File: config.mk
export PLATFORM = sky130hd
export DESIGN_NAME = text_console_cursor_unit
export DESIGN_NICKNAME = d
export VERILOG_FILES = /design/src/rtl/tcc_pkg.sv /design/src/rtl/text_console_cursor_unit.sv /design/src/rtl/tcc_ctrl.sv /design/src/rtl/tcc_dp.sv
export SDC_FILE = /design/constraint.sdc
export NUM_CORES = 1
export LEC_CHECK = 0
export BUFFER_PORTS_ARGS = -buffer_cell sky130_fd_sc_hd__buf_2
export CORE_ASPECT_RATIO = 2
export CORE_MARGIN = 2
export CORE_UTILIZATION = 34
export CTS_BUF_LIST = sky130_fd_sc_hd__clkbuf_4 sky130_fd_sc_hd__clkbuf_8
export DETAILED_ROUTE_END_ITERATION = 8
export GPL_TIMING_DRIVEN = 0
export PLACE_DENSITY = 0.6
export RECOVER_POWER = 25
export SLEW_MARGIN = 10
export SYNTH_ARGS = -nofsm -noshare
export SYNTH_HDL_FRONTEND = slang
export SYNTH_SLANG_ARGS = --single-unit
File: constraint.sdc
create_clock -name i_clk -period 7.1 [get_ports i_clk]
set_input_delay 1.42 -clock i_clk [delete_from_list [all_inputs] [get_ports i_clk]]
set_output_delay 1.42 -clock i_clk [all_outputs]
set_load 0.005 [all_outputs]
File: src/rtl/tcc_pkg.sv
// shared types and constants of the text console cursor unit
package tcc_pkg;

    localparam logic [7:0] CH_NEWLINE   = 8'h0A;
    localparam logic [7:0] CH_BACKSPACE = 8'h08;
    localparam logic [7:0] CH_TAB       = 8'h09;
    localparam logic [7:0] CH_SPACE     = 8'h20;
    localparam logic [3:0] TAB_STOP     = 4'd8;

    localparam logic [7:0] COLS_RESET = 8'd80;
    localparam logic [7:0] ROWS_RESET = 8'd25;

    localparam logic CFG_COLS = 1'b0;
    localparam logic CFG_ROWS = 1'b1;

    localparam int IN_W  = 72;
    localparam int OUT_W = 88;

    typedef struct packed {
        logic load_item;
        logic newline;
        logic emit_cell;
    } t_dp_cmd;

    typedef struct packed {
        logic in_newline;
        logic out_free;
        logic cnt_last;
    } t_dp_stat;

endpackage

File: src/rtl/text_console_cursor_unit.sv
// top level of the text console cursor unit
// a newline moves the cursor and keeps the unit idle and ready; any other accepted
// character is held and the run state writes its draw transactions, one cell per cycle
// while the output is free, into the output register; a tab draws 1 to 8 cells, any
// other one; a stalled output holds the cell counter and with it the next accept
// reset: synchronous active low; cursor to 0,0, 80 columns, 25 rows, output empty
module text_console_cursor_unit import tcc_pkg::*; (
    input  logic             i_clk,
    input  logic             i_rst_n,
    input  logic             i_cfg_we,
    input  logic             i_cfg_idx,
    input  logic [7:0]       i_cfg_data,
    input  logic             s_axis_tvalid,
    output logic             s_axis_tready,
    // char_code[7:0], fg_color[39:8], bg_color[71:40]
    input  logic [IN_W-1:0]  s_axis_tdata,
    output logic             m_axis_tvalid,
    input  logic             m_axis_tready,
    // cell_col[7:0], cell_row[15:8], glyph_code[23:16], draw_fg[55:24], draw_bg[87:56]
    output logic [OUT_W-1:0] m_axis_tdata,
    output logic             m_axis_tlast
);

    t_dp_cmd  cmd;
    t_dp_stat stat;

    tcc_ctrl u_ctrl (
        .i_clk      (i_clk),
        .i_rst_n    (i_rst_n),
        .i_in_valid (s_axis_tvalid),
        .o_in_ready (s_axis_tready),
        .i_stat     (stat),
        .o_cmd      (cmd)
    );

    tcc_dp u_dp (
        .i_clk       (i_clk),
        .i_rst_n     (i_rst_n),
        .i_cfg_we    (i_cfg_we),
        .i_cfg_idx   (i_cfg_idx),
        .i_cfg_data  (i_cfg_data),
        .i_in_data   (s_axis_tdata),
        .i_cmd       (cmd),
        .o_stat      (stat),
        .i_out_ready (m_axis_tready),
        .o_out_valid (m_axis_tvalid),
        .o_out_data  (m_axis_tdata),
        .o_out_last  (m_axis_tlast)
    );

`ifndef ASSERT_OFF
    a_emit_needs_room: assert property (@(posedge i_clk) disable iff (!i_rst_n)
        cmd.emit_cell |-> stat.out_free)
        else $error("cell emitted into a full output register");

    a_load_on_accept: assert property (@(posedge i_clk) disable iff (!i_rst_n)
        (cmd.load_item || cmd.newline) |-> (s_axis_tvalid && s_axis_tready))
        else $error("character loaded without an input transaction");

    a_newline_no_busy: assert property (@(posedge i_clk) disable iff (!i_rst_n)
        (s_axis_tvalid && s_axis_tready && stat.in_newline) |=> s_axis_tready)
        else $error("newline left the unit busy");

    a_no_emit_idle: assert property (@(posedge i_clk) disable iff (!i_rst_n)
        s_axis_tready |-> !cmd.emit_cell)
        else $error("cell emitted while idle");
`endif

endmodule

File: src/rtl/tcc_ctrl.sv
// control state machine: accepts characters and paces cell emission
module tcc_ctrl import tcc_pkg::*; (
    input  logic     i_clk,
    input  logic     i_rst_n,
    input  logic     i_in_valid,
    output logic     o_in_ready,
    input  t_dp_stat i_stat,
    output t_dp_cmd  o_cmd
);

    typedef enum logic [1:0] {
        S_IDLE = 2'b01,
        S_RUN  = 2'b10
    } t_state;

    t_state r_state, n_state;

    always_ff @(posedge i_clk) begin
        if (!i_rst_n) begin
            r_state <= S_IDLE;
        end else begin
            r_state <= n_state;
        end
    end

    always_comb begin
        n_state    = r_state;
        o_cmd      = '0;
        o_in_ready = 1'b0;
        unique case (r_state)
            S_IDLE: begin
                o_in_ready = 1'b1;
                if (i_in_valid) begin
                    if (i_stat.in_newline) begin
                        o_cmd.newline = 1'b1;
                    end else begin
                        o_cmd.load_item = 1'b1;
                        n_state         = S_RUN;
                    end
                end
            end
            S_RUN: begin
                if (i_stat.out_free) begin
                    o_cmd.emit_cell = 1'b1;
                    if (i_stat.cnt_last) begin
                        n_state = S_IDLE;
                    end
                end
            end
            default: begin
                n_state = S_IDLE;
            end
        endcase
    end

endmodule

File: src/rtl/tcc_dp.sv
// datapath: screen size, cursor, held character and output register
module tcc_dp import tcc_pkg::*; (
    input  logic             i_clk,
    input  logic             i_rst_n,
    input  logic             i_cfg_we,
    input  logic             i_cfg_idx,
    input  logic [7:0]       i_cfg_data,
    input  logic [IN_W-1:0]  i_in_data,
    input  t_dp_cmd          i_cmd,
    output t_dp_stat         o_stat,
    input  logic             i_out_ready,
    output logic             o_out_valid,
    output logic [OUT_W-1:0] o_out_data,
    output logic             o_out_last
);

    typedef struct packed {
        logic [7:0] col;
        logic [7:0] row;
    } t_pos;

    logic [7:0]  r_cols, r_rows;
    logic [7:0]  r_col, r_row;
    logic [7:0]  r_char;
    logic [31:0] r_fg, r_bg;
    logic [3:0]  r_cnt;
    logic        r_out_valid;
    logic [7:0]  r_out_col, r_out_row, r_out_glyph;
    logic [31:0] r_out_fg, r_out_bg;
    logic        r_out_last;

    logic [7:0]  eff_cols, eff_rows;
    logic        is_bs, is_tab;
    t_pos        cell_pos, wrap_pos, nl_pos;
    logic [8:0]  adv_col;
    logic [3:0]  load_cnt;

    function automatic t_pos wrap(input logic [8:0] col, input logic [7:0] row,
                                  input logic [7:0] ec, input logic [7:0] er);
        logic [8:0] c, r;
        t_pos       p;
        c = col;
        r = {1'b0, row};
        if (c >= {1'b0, ec}) begin
            c = 9'd0;
            r = r + 9'd1;
        end
        if (r >= {1'b0, er}) begin
            r = 9'd0;
        end
        p.col = c[7:0];
        p.row = r[7:0];
        return p;
    endfunction

    assign eff_cols = (r_cols == 8'd0) ? 8'd1 : r_cols;
    assign eff_rows = (r_rows == 8'd0) ? 8'd1 : r_rows;
    assign is_bs    = (r_char == CH_BACKSPACE);
    assign is_tab   = (r_char == CH_TAB);

    // backspace steps back before drawing, others draw at the cursor
    always_comb begin
        cell_pos.col = r_col;
        cell_pos.row = r_row;
        if (is_bs) begin
            if (r_col == 8'd0) begin
                cell_pos.col = eff_cols - 8'd1;
                cell_pos.row = (r_row == 8'd0) ? eff_rows - 8'd1 : r_row - 8'd1;
            end else begin
                cell_pos.col = r_col - 8'd1;
            end
        end
    end

    assign adv_col  = {1'b0, cell_pos.col} + {8'd0, !is_bs};
    assign wrap_pos = wrap(adv_col, cell_pos.row, eff_cols, eff_rows);
    assign nl_pos   = wrap({1'b0, eff_cols}, r_row, eff_cols, eff_rows);
    assign load_cnt = (i_in_data[7:0] == CH_TAB) ? TAB_STOP - {1'b0, r_col[2:0]} : 4'd1;

    assign o_stat.in_newline = (i_in_data[7:0] == CH_NEWLINE);
    assign o_stat.out_free   = !r_out_valid || i_out_ready;
    assign o_stat.cnt_last   = (r_cnt == 4'd1);

    always_ff @(posedge i_clk) begin
        if (!i_rst_n) begin
            r_cols <= COLS_RESET;
            r_rows <= ROWS_RESET;
        end else if (i_cfg_we) begin
            unique case (i_cfg_idx)
                CFG_COLS: r_cols <= i_cfg_data;
                CFG_ROWS: r_rows <= i_cfg_data;
                default:  r_cols <= r_cols;
            endcase
        end
    end

    always_ff @(posedge i_clk) begin
        if (!i_rst_n) begin
            r_col <= 8'd0;
            r_row <= 8'd0;
        end else if (i_cmd.newline) begin
            r_col <= nl_pos.col;
            r_row <= nl_pos.row;
        end else if (i_cmd.emit_cell) begin
            r_col <= wrap_pos.col;
            r_row <= wrap_pos.row;
        end
    end

    // held character
    always_ff @(posedge i_clk) begin
        if (i_cmd.load_item) begin
            r_char <= i_in_data[7:0];
            r_fg   <= i_in_data[39:8];
            r_bg   <= i_in_data[71:40];
            r_cnt  <= load_cnt;
        end else if (i_cmd.emit_cell) begin
            r_cnt  <= r_cnt - 4'd1;
        end
    end

    always_ff @(posedge i_clk) begin
        if (!i_rst_n) begin
            r_out_valid <= 1'b0;
        end else if (i_cmd.emit_cell) begin
            r_out_valid <= 1'b1;
        end else if (i_out_ready) begin
            r_out_valid <= 1'b0;
        end
    end

    always_ff @(posedge i_clk) begin
        if (i_cmd.emit_cell) begin
            r_out_col   <= cell_pos.col;
            r_out_row   <= cell_pos.row;
            r_out_glyph <= (is_bs || is_tab) ? CH_SPACE : r_char;
            r_out_fg    <= r_fg;
            r_out_bg    <= r_bg;
            r_out_last  <= (r_cnt == 4'd1);
        end
    end

    assign o_out_valid = r_out_valid;
    assign o_out_data  = {r_out_bg, r_out_fg, r_out_glyph, r_out_row, r_out_col};
    assign o_out_last  = r_out_last;

endmodule
==> impl_metrics.tcl, run 1 <==
set metrics [dict create \
    outcome "complete, no violations" \
    synth_top_flop_cell "edfxtp_1" \
    syn_area_um2 8580 \
    seq_area_frac_synth_pct 65.9 \
    cp.required_ns 7.51 \
    gp_congestion 0.898 \
    register_area_um2 5660 \
    ant_nets 0 \
    p_per_area_nw_per_um2 215 \
    syn_area_per_cell_um2 13.5 \
    p_switching_w 0.000507 \
    synth-seq-cells 200 \
    design_area_um2 10500 \
    async_reset_ff_share_pct 0 \
    layout-drive-gt1-share_pct 30.1 \
    drt_iter0_markers 409 \
    setup.worst_path.class "flip-flop to flip-flop" \
    fin_crit_sh_pct 94.0 \
    skew_ns 0.0223 \
    grt_start_max_net_pins 60 \
    cts_max_path_buffers 2 \
    critPathSlowestCell "o31ai_1" \
    power.leakage_nw 4.15 \
    dieWidth_um 116 \
    layout_common_cells "buf_2 (180), edfxtp_1 (165), nand2_1 (44)" \
    final_util_pct 42.0 \
    critPathArrivalTime_ns 7.08 \
    clkPwrFrac_pct 33.2 \
    n_antenna_cell 0 \
    io_buffers 176 \
    cts_tree "built" \
    finalMaxSlewViolations 0 \
    hold_violations 0 \
    seqPwrFrac_pct 59.6 \
    fp.dieH_um 229 \
    gr-total-overflow 0 \
    internal_power_w 0.00175 \
    crit_family "compound AO/OA/AOI/OAI gates" \
    ys_types 80 \
    syn_nets 751 \
    final_common_cell "buf_2" \
    htree_levels 4 \
    crit_buf_inv 2 \
    place_area_um2 9950 \
    switching_share_pct 22.5 \
    drc 0 \
    grt_use_total_pct 16.0 \
    power_frac_comb_pct 7.2 \
    setup_ws_ns 0.427 \
    setup_violations 0 \
    grt_pass1_vias 5907 \
    synthCells 633 \
    hold_depth 0 \
    multiInputGateArea_um2 2740 \
    cap_violations 0 \
    clockRootBuffer "clkbuf_8" \
    fin_setup_tns_ns 0 \
    rr_worst_depth 26 \
    worst_pin_slew_ns 0.871 \
    dp_hpwl_um 16300 \
    fmax_ghz 0.150 \
    pre_cts_ws_ns -0.274 \
    antenna_found_initial 0 \
    core.rowCount 82 \
    vias 5863 \
    ioPinCount 177 \
    cts_buffers 17 \
    cts.clk_slew.worst_paths_ns 0.11 \
    ir_worst_vdd_uv 110 \
    fill_cells 2393 \
    cp_max_fo 10 \
    synth_area_leaders "edfxtp_1 (58%), dfxtp_1 (8.2%), ha_1 (4.7%), nand2_1 (1.9%), a21oi_1 (1.6%)" \
    holdWs_ns 0.421 \
    yosys_warnings 0 \
    final_nets 956 \
    clk-insertion-delay-late_ns 0.48 \
    numClockSinks 200 \
    startpoint_type "flip-flop" \
    die-area_um2 26600 \
    hold_buffers 0 \
    cp.depth 26 \
    drt-wirelength-per-cell_um 17.9 \
    vias_per_cell 4.94 \
    areaGrowthSynthToFinish_pct 22.0 \
    yosys.area.top_type "edfxtp_1" \
    rsz0062_at_grt "no" \
    relSlewSlack_pct 41.1 \
    core_um2 24900 \
    grt_pass1_wl_um 31400 \
    initial_core_util_pct 34.4 \
    worst_setup_path_end_kind "flip-flop" \
    period_needed_ns 6.67 \
    crit_top_cell "a21o_1" \
    synth.top_cell.area_share_pct 57.8 \
    cpPeakStageDelay_ns 0.58 \
    min_path_type "flip-flop to flip-flop" \
    drt_wl_total_um 21200 \
    dr.pass1.iters 5 \
    synth_edf_count 165 \
]
-- repair_timing --
action                                 CTS  global route
pin swaps                                0             2
setup endpoints to repair                7             6
resized for setup                        2             5
endpoints found under the hold margin    0             0
buffers inserted                         0             7
-- sequential cells by signal (all words and copies together), names as in the netlist, 2 cells and up --
name              flops
u_dp.r_cnt            4
u_dp.r_fg            32
u_dp.r_char           8
u_dp.r_out_col        8
u_dp.r_out_row        8
u_dp.r_cols           8
u_dp.r_out_glyph      8
u_dp.r_out_bg        32
u_ctrl.r_state        2
u_dp.r_row            8
u_dp.r_out_fg        32
u_dp.r_col            8
u_dp.r_bg            32
u_dp.r_rows           8
-- final cells by class --
cell class | instances | area share [%]
buffer | 24 | 1.06
tap | 336 | 4.02
sequential | 200 | 54.0
timing repair buffer | 186 | 9.56
inverter | 32 | 1.17
clock inverter | 9 | 1.11
multi-input combinational | 377 | 26.2
clock buffer | 23 | 2.85
-- Yosys cell counts, types with 4 or more instances --
| library cell | count |
|---|---|
| nor4b_1 | 4 |
| a21o_1 | 8 |
| nand3_1 | 15 |
| o21a_1 | 4 |
| nor3b_1 | 4 |
| nand2_1 | 44 |
| xnor2_1 | 14 |
| o31ai_1 | 4 |
| a31oi_1 | 7 |
| o21ai_0 | 16 |
| a21boi_0 | 4 |
| a211o_1 | 4 |
| nor2b_1 | 5 |
| and2_1 | 7 |
| nand4_1 | 7 |
| nand2b_1 | 13 |
| xor2_1 | 5 |
| a22oi_1 | 12 |
| nor3_1 | 12 |
| edfxtp_1 | 165 |
| a21oi_1 | 27 |
| o211ai_1 | 7 |
| buf_2 | 4 |
| and3_1 | 8 |
| ha_1 | 32 |
| dfxtp_1 | 35 |
| clkbuf_1 | 16 |
| inv_1 | 32 |
| nor2_1 | 33 |
| or4_1 | 5 |
| a211oi_1 | 6 |
-- logic make-up after synthesis --
logic type	Yosys count	synth area share, %
XOR/XNOR	21	2.32
flip-flops	200	65.9
AO/OA/AOI/OAI	137	12.1
adder cells (fa/ha/maj)	32	4.67
multiplexers	6	0.744
AND/OR/NAND/NOR	181	11.5
buffers and inverters	56	2.70
-- final timing paths --
kind / end / from / slack [ns]
max: u_dp.r_row[3]$_SDFFE_PN0P_ / u_dp.r_col[0]$_SDFFE_PN0P_ / 0.43
min: u_dp.r_out_bg[15]$_DFFE_PP_ / u_dp.r_bg[15]$_DFFE_PP_ / 0.42
max reg2reg: u_dp.r_row[3]$_SDFFE_PN0P_ / u_dp.r_col[0]$_SDFFE_PN0P_ / 0.43
min reg2reg: u_dp.r_out_bg[15]$_DFFE_PP_ / u_dp.r_bg[15]$_DFFE_PP_ / 0.42
-- stage by stage --
stage	total power [W]	instances
after floorplan	0.00146	633
after detailed placement	0.00153	1148
after global placement	0.00153	1145
after global routing	0.00233	1187
after CTS	0.00228	1180
final	0.00226	1187
-- power groups by stage --
stage | clock network (W) | logic (W) | registers [W]
2_1_floorplan | 0 | 0.0000897 | 0.00137
6_report | 0.000750 | 0.000162 | 0.00134
5_1_grt | 0.000805 | 0.000181 | 0.00135
3_5_place_dp | 0 | 0.000161 | 0.00137
3_3_place_gp | 0 | 0.000153 | 0.00138
4_1_cts | 0.000774 | 0.000162 | 0.00134
-- routing by layer --
layer	global-route usage, %	vias up	wire (µm)
met3	3.98	51	1010
li1	-	2815	-
met1	14.0	2796	7040
met5	0	-	0
met4	9.15	0	1030
met2	31.0	201	12100
Note: power is estimated with default switching activity, not from simulation.
==> run 2, diff against run 1 <==
- GPL_TIMING_DRIVEN: 0 -> unset
==> run 2 against run 1 <==
Against the previous run:
- clock skew shrank 0.010 ns
- non-clock buffer count shrank 25
- first-iteration DRC count shrank 3.7%
==> impl_metrics.tcl, run 2 (synthesis results as in run 1) <==
set metrics [dict create \
    fin_setup_tns_ns 0 \
    cts_max_path_buffers 2 \
    rr_worst_depth 24 \
    io_buffers 176 \
    multiInputGateArea_um2 2700 \
    rr_startpoint "u_dp.r_char[1]$_DFFE_PP_" \
    grt_start_max_net_pins 85 \
    layout_common_cells "buf_2 (176), edfxtp_1 (165), nand2_1 (44)" \
    startpoint_type "flip-flop" \
    rsz0062_at_grt "no" \
    crit_top_cell "a21o_1" \
    cap_violations 0 \
    skew_ns 0.0119 \
    setup_violations 0 \
    critPathSlowestCell "or4_1" \
    min_path_type "flip-flop to flip-flop" \
    outcome "complete, no violations" \
    fill_cells 2366 \
    post_cts_buffers 0 \
    cpPeakStageDelay_ns 0.61 \
    fin_crit_sh_pct 91.7 \
    p_per_area_nw_per_um2 221 \
    antenna_found_initial 1 \
    register_area_um2 5660 \
    critPathArrivalTime_ns 6.92 \
    ioPinCount 177 \
    cts.clk_slew.worst_paths_ns 0.11 \
    gr-total-overflow 0 \
    drt_wl_total_um 21800 \
    core.rowCount 82 \
    min_from "u_dp.r_fg[22]$_DFFE_PP_" \
    seqPwrFrac_pct 59.2 \
    drt_iter0_markers 394 \
    gp_congestion 0.910 \
    final_common_cell "buf_2" \
    ant_nets 0 \
    vias 5810 \
    clockRootBuffer "clkbuf_8" \
    crit_chain "or4_1 -> nor2_1 -> a41oi_1 -> or4_1 -> and3_1 -> nor2b_1 -> xnor2_1 -> ha_1 -> a21oi_1 -> o21ai_0 -> a21o_1 -> a21oi_1 -> o41ai_4 -> xnor2_1 -> ha_1 -> nand2b_1 -> a21o_1 -> a21o_1 -> a211oi_1 -> o21ai_0 -> a211oi_1 -> and2_1 -> and3_1 -> o2bb2ai_1" \
    drt-wirelength-per-cell_um 18.7 \
    cp.required_ns 7.51 \
    switching_share_pct 24.4 \
    areaGrowthSynthToFinish_pct 19.8 \
    internal_power_w 0.00172 \
    ir_worst_vdd_uv 112 \
    hold_depth 0 \
    hold_violations 0 \
    clkPwrFrac_pct 34.1 \
    cts_tree "built" \
    htree_levels 4 \
    drc 0 \
    period_needed_ns 6.51 \
    final_util_pct 41.2 \
    ctsResizeCount 0 \
    grt_use_total_pct 16.5 \
    min_to "u_dp.r_out_fg[22]$_DFFE_PP_" \
    regToRegEndpoint "u_dp.r_row[1]$_SDFFE_PN0P_" \
    dieWidth_um 116 \
    hold_buffers 0 \
    p_switching_w 0.000555 \
    initial_core_util_pct 34.4 \
    power.leakage_nw 4.06 \
    dp_hpwl_um 16800 \
    vias_per_cell 5.00 \
    total_power_w 0.00227 \
    core_um2 24900 \
    final_nets 931 \
    clk-insertion-delay-late_ns 0.48 \
    relSlewSlack_pct 22.7 \
    grt_pass1_vias 5966 \
    grt_pass1_wl_um 32500 \
    fp.dieH_um 229 \
    finalMaxSlewViolations 0 \
    setup.worst_path.class "flip-flop to flip-flop" \
    worst_pin_slew_ns 1.16 \
    cp_max_fo 15 \
    cts_buffers 17 \
    r2r_slack_ns 0.59 \
    layout-drive-gt1-share_pct 29.5 \
    die-area_um2 26600 \
    numClockSinks 200 \
    dr.pass1.iters 4 \
    fmax_ghz 0.154 \
    power_frac_comb_pct 6.7 \
    worst_setup_path_end_kind "flip-flop" \
]
==> run 2: metrics by stage <==
step | cell area [µm²] | hold WS [ns] | cells | worst slack, ns
floorplan | 8580 | 0.400 | 633 | 1.35
CTS | 10300 | 0.426 | 1162 | 0.592
global route | 10300 | 0.426 | 1163 | 0.0408
global placement | 9840 | 0.400 | 1130 | 0.745
detailed placement | 9840 | 0.405 | 1130 | 0.625
finish | 10300 | 0.424 | 1163 | 0.591
==> run 2: cell type report <==
| type | count | area share (%) |
|---|---|---|
| multi-input combinational | 377 | 26.2 |
| timing repair buffer | 185 | 9.23 |
| sequential | 200 | 55.0 |
| clock inverter | 15 | 1.91 |
| antenna | 1 | 0.0244 |
| inverter | 32 | 1.19 |
| tap | 336 | 4.09 |
| clock buffer | 17 | 2.28 |
==> run 2: how the worst max path moves through the flow <==
stage                               startpoint                         end  slack (ns)  cells past startpoint
floorplan           u_dp.r_col[0]$_SDFFE_PN0P_  u_dp.r_row[1]$_SDFFE_PN0P_        1.35                     26
global placement      u_dp.r_char[1]$_DFFE_PP_  u_dp.r_row[3]$_SDFFE_PN0P_        0.75                     24
detailed placement    u_dp.r_char[1]$_DFFE_PP_  u_dp.r_row[1]$_SDFFE_PN0P_        0.62                     24
CTS                   u_dp.r_char[1]$_DFFE_PP_  u_dp.r_row[1]$_SDFFE_PN0P_        0.59                     24
global route        u_dp.r_col[0]$_SDFFE_PN0P_  u_dp.r_row[3]$_SDFFE_PN0P_        0.04                     27
finish                u_dp.r_char[1]$_DFFE_PP_  u_dp.r_row[1]$_SDFFE_PN0P_        0.59                     24
==> run 2: worst max-delay path, delay by kind of cell (launching register included) <==
kind / cells / cell delay (ns)
AO/OA/AOI/OAI: 12 / 2.37
XOR/XNOR: 2 / 0.53
adder cells (fa/ha/maj): 2 / 0.56
flip-flops: 1 / 0.46
AND/OR/NAND/NOR: 8 / 2.51
==> run 2: routing by layer <==
layer | GRT usage, % | share of wire (%) | up-vias
met5 | 0 | 0 | -
met4 | 10.8 | 6.3 | 0
met3 | 3.95 | 5.0 | 63
met2 | 31.7 | 57 | 212
met1 | 14.5 | 32 | 2767
li1 | - | - | 2768
==> run 2: power groups by stage <==
stage,sequential [W],combinational (W),clock (W)
3_3_place_gp,0.00137,0.000152,0
5_1_grt,0.00135,0.000171,0.000844
2_1_floorplan,0.00137,0.0000897,0
6_report,0.00135,0.000153,0.000775
4_1_cts,0.00135,0.000155,0.000806
3_5_place_dp,0.00137,0.000154,0
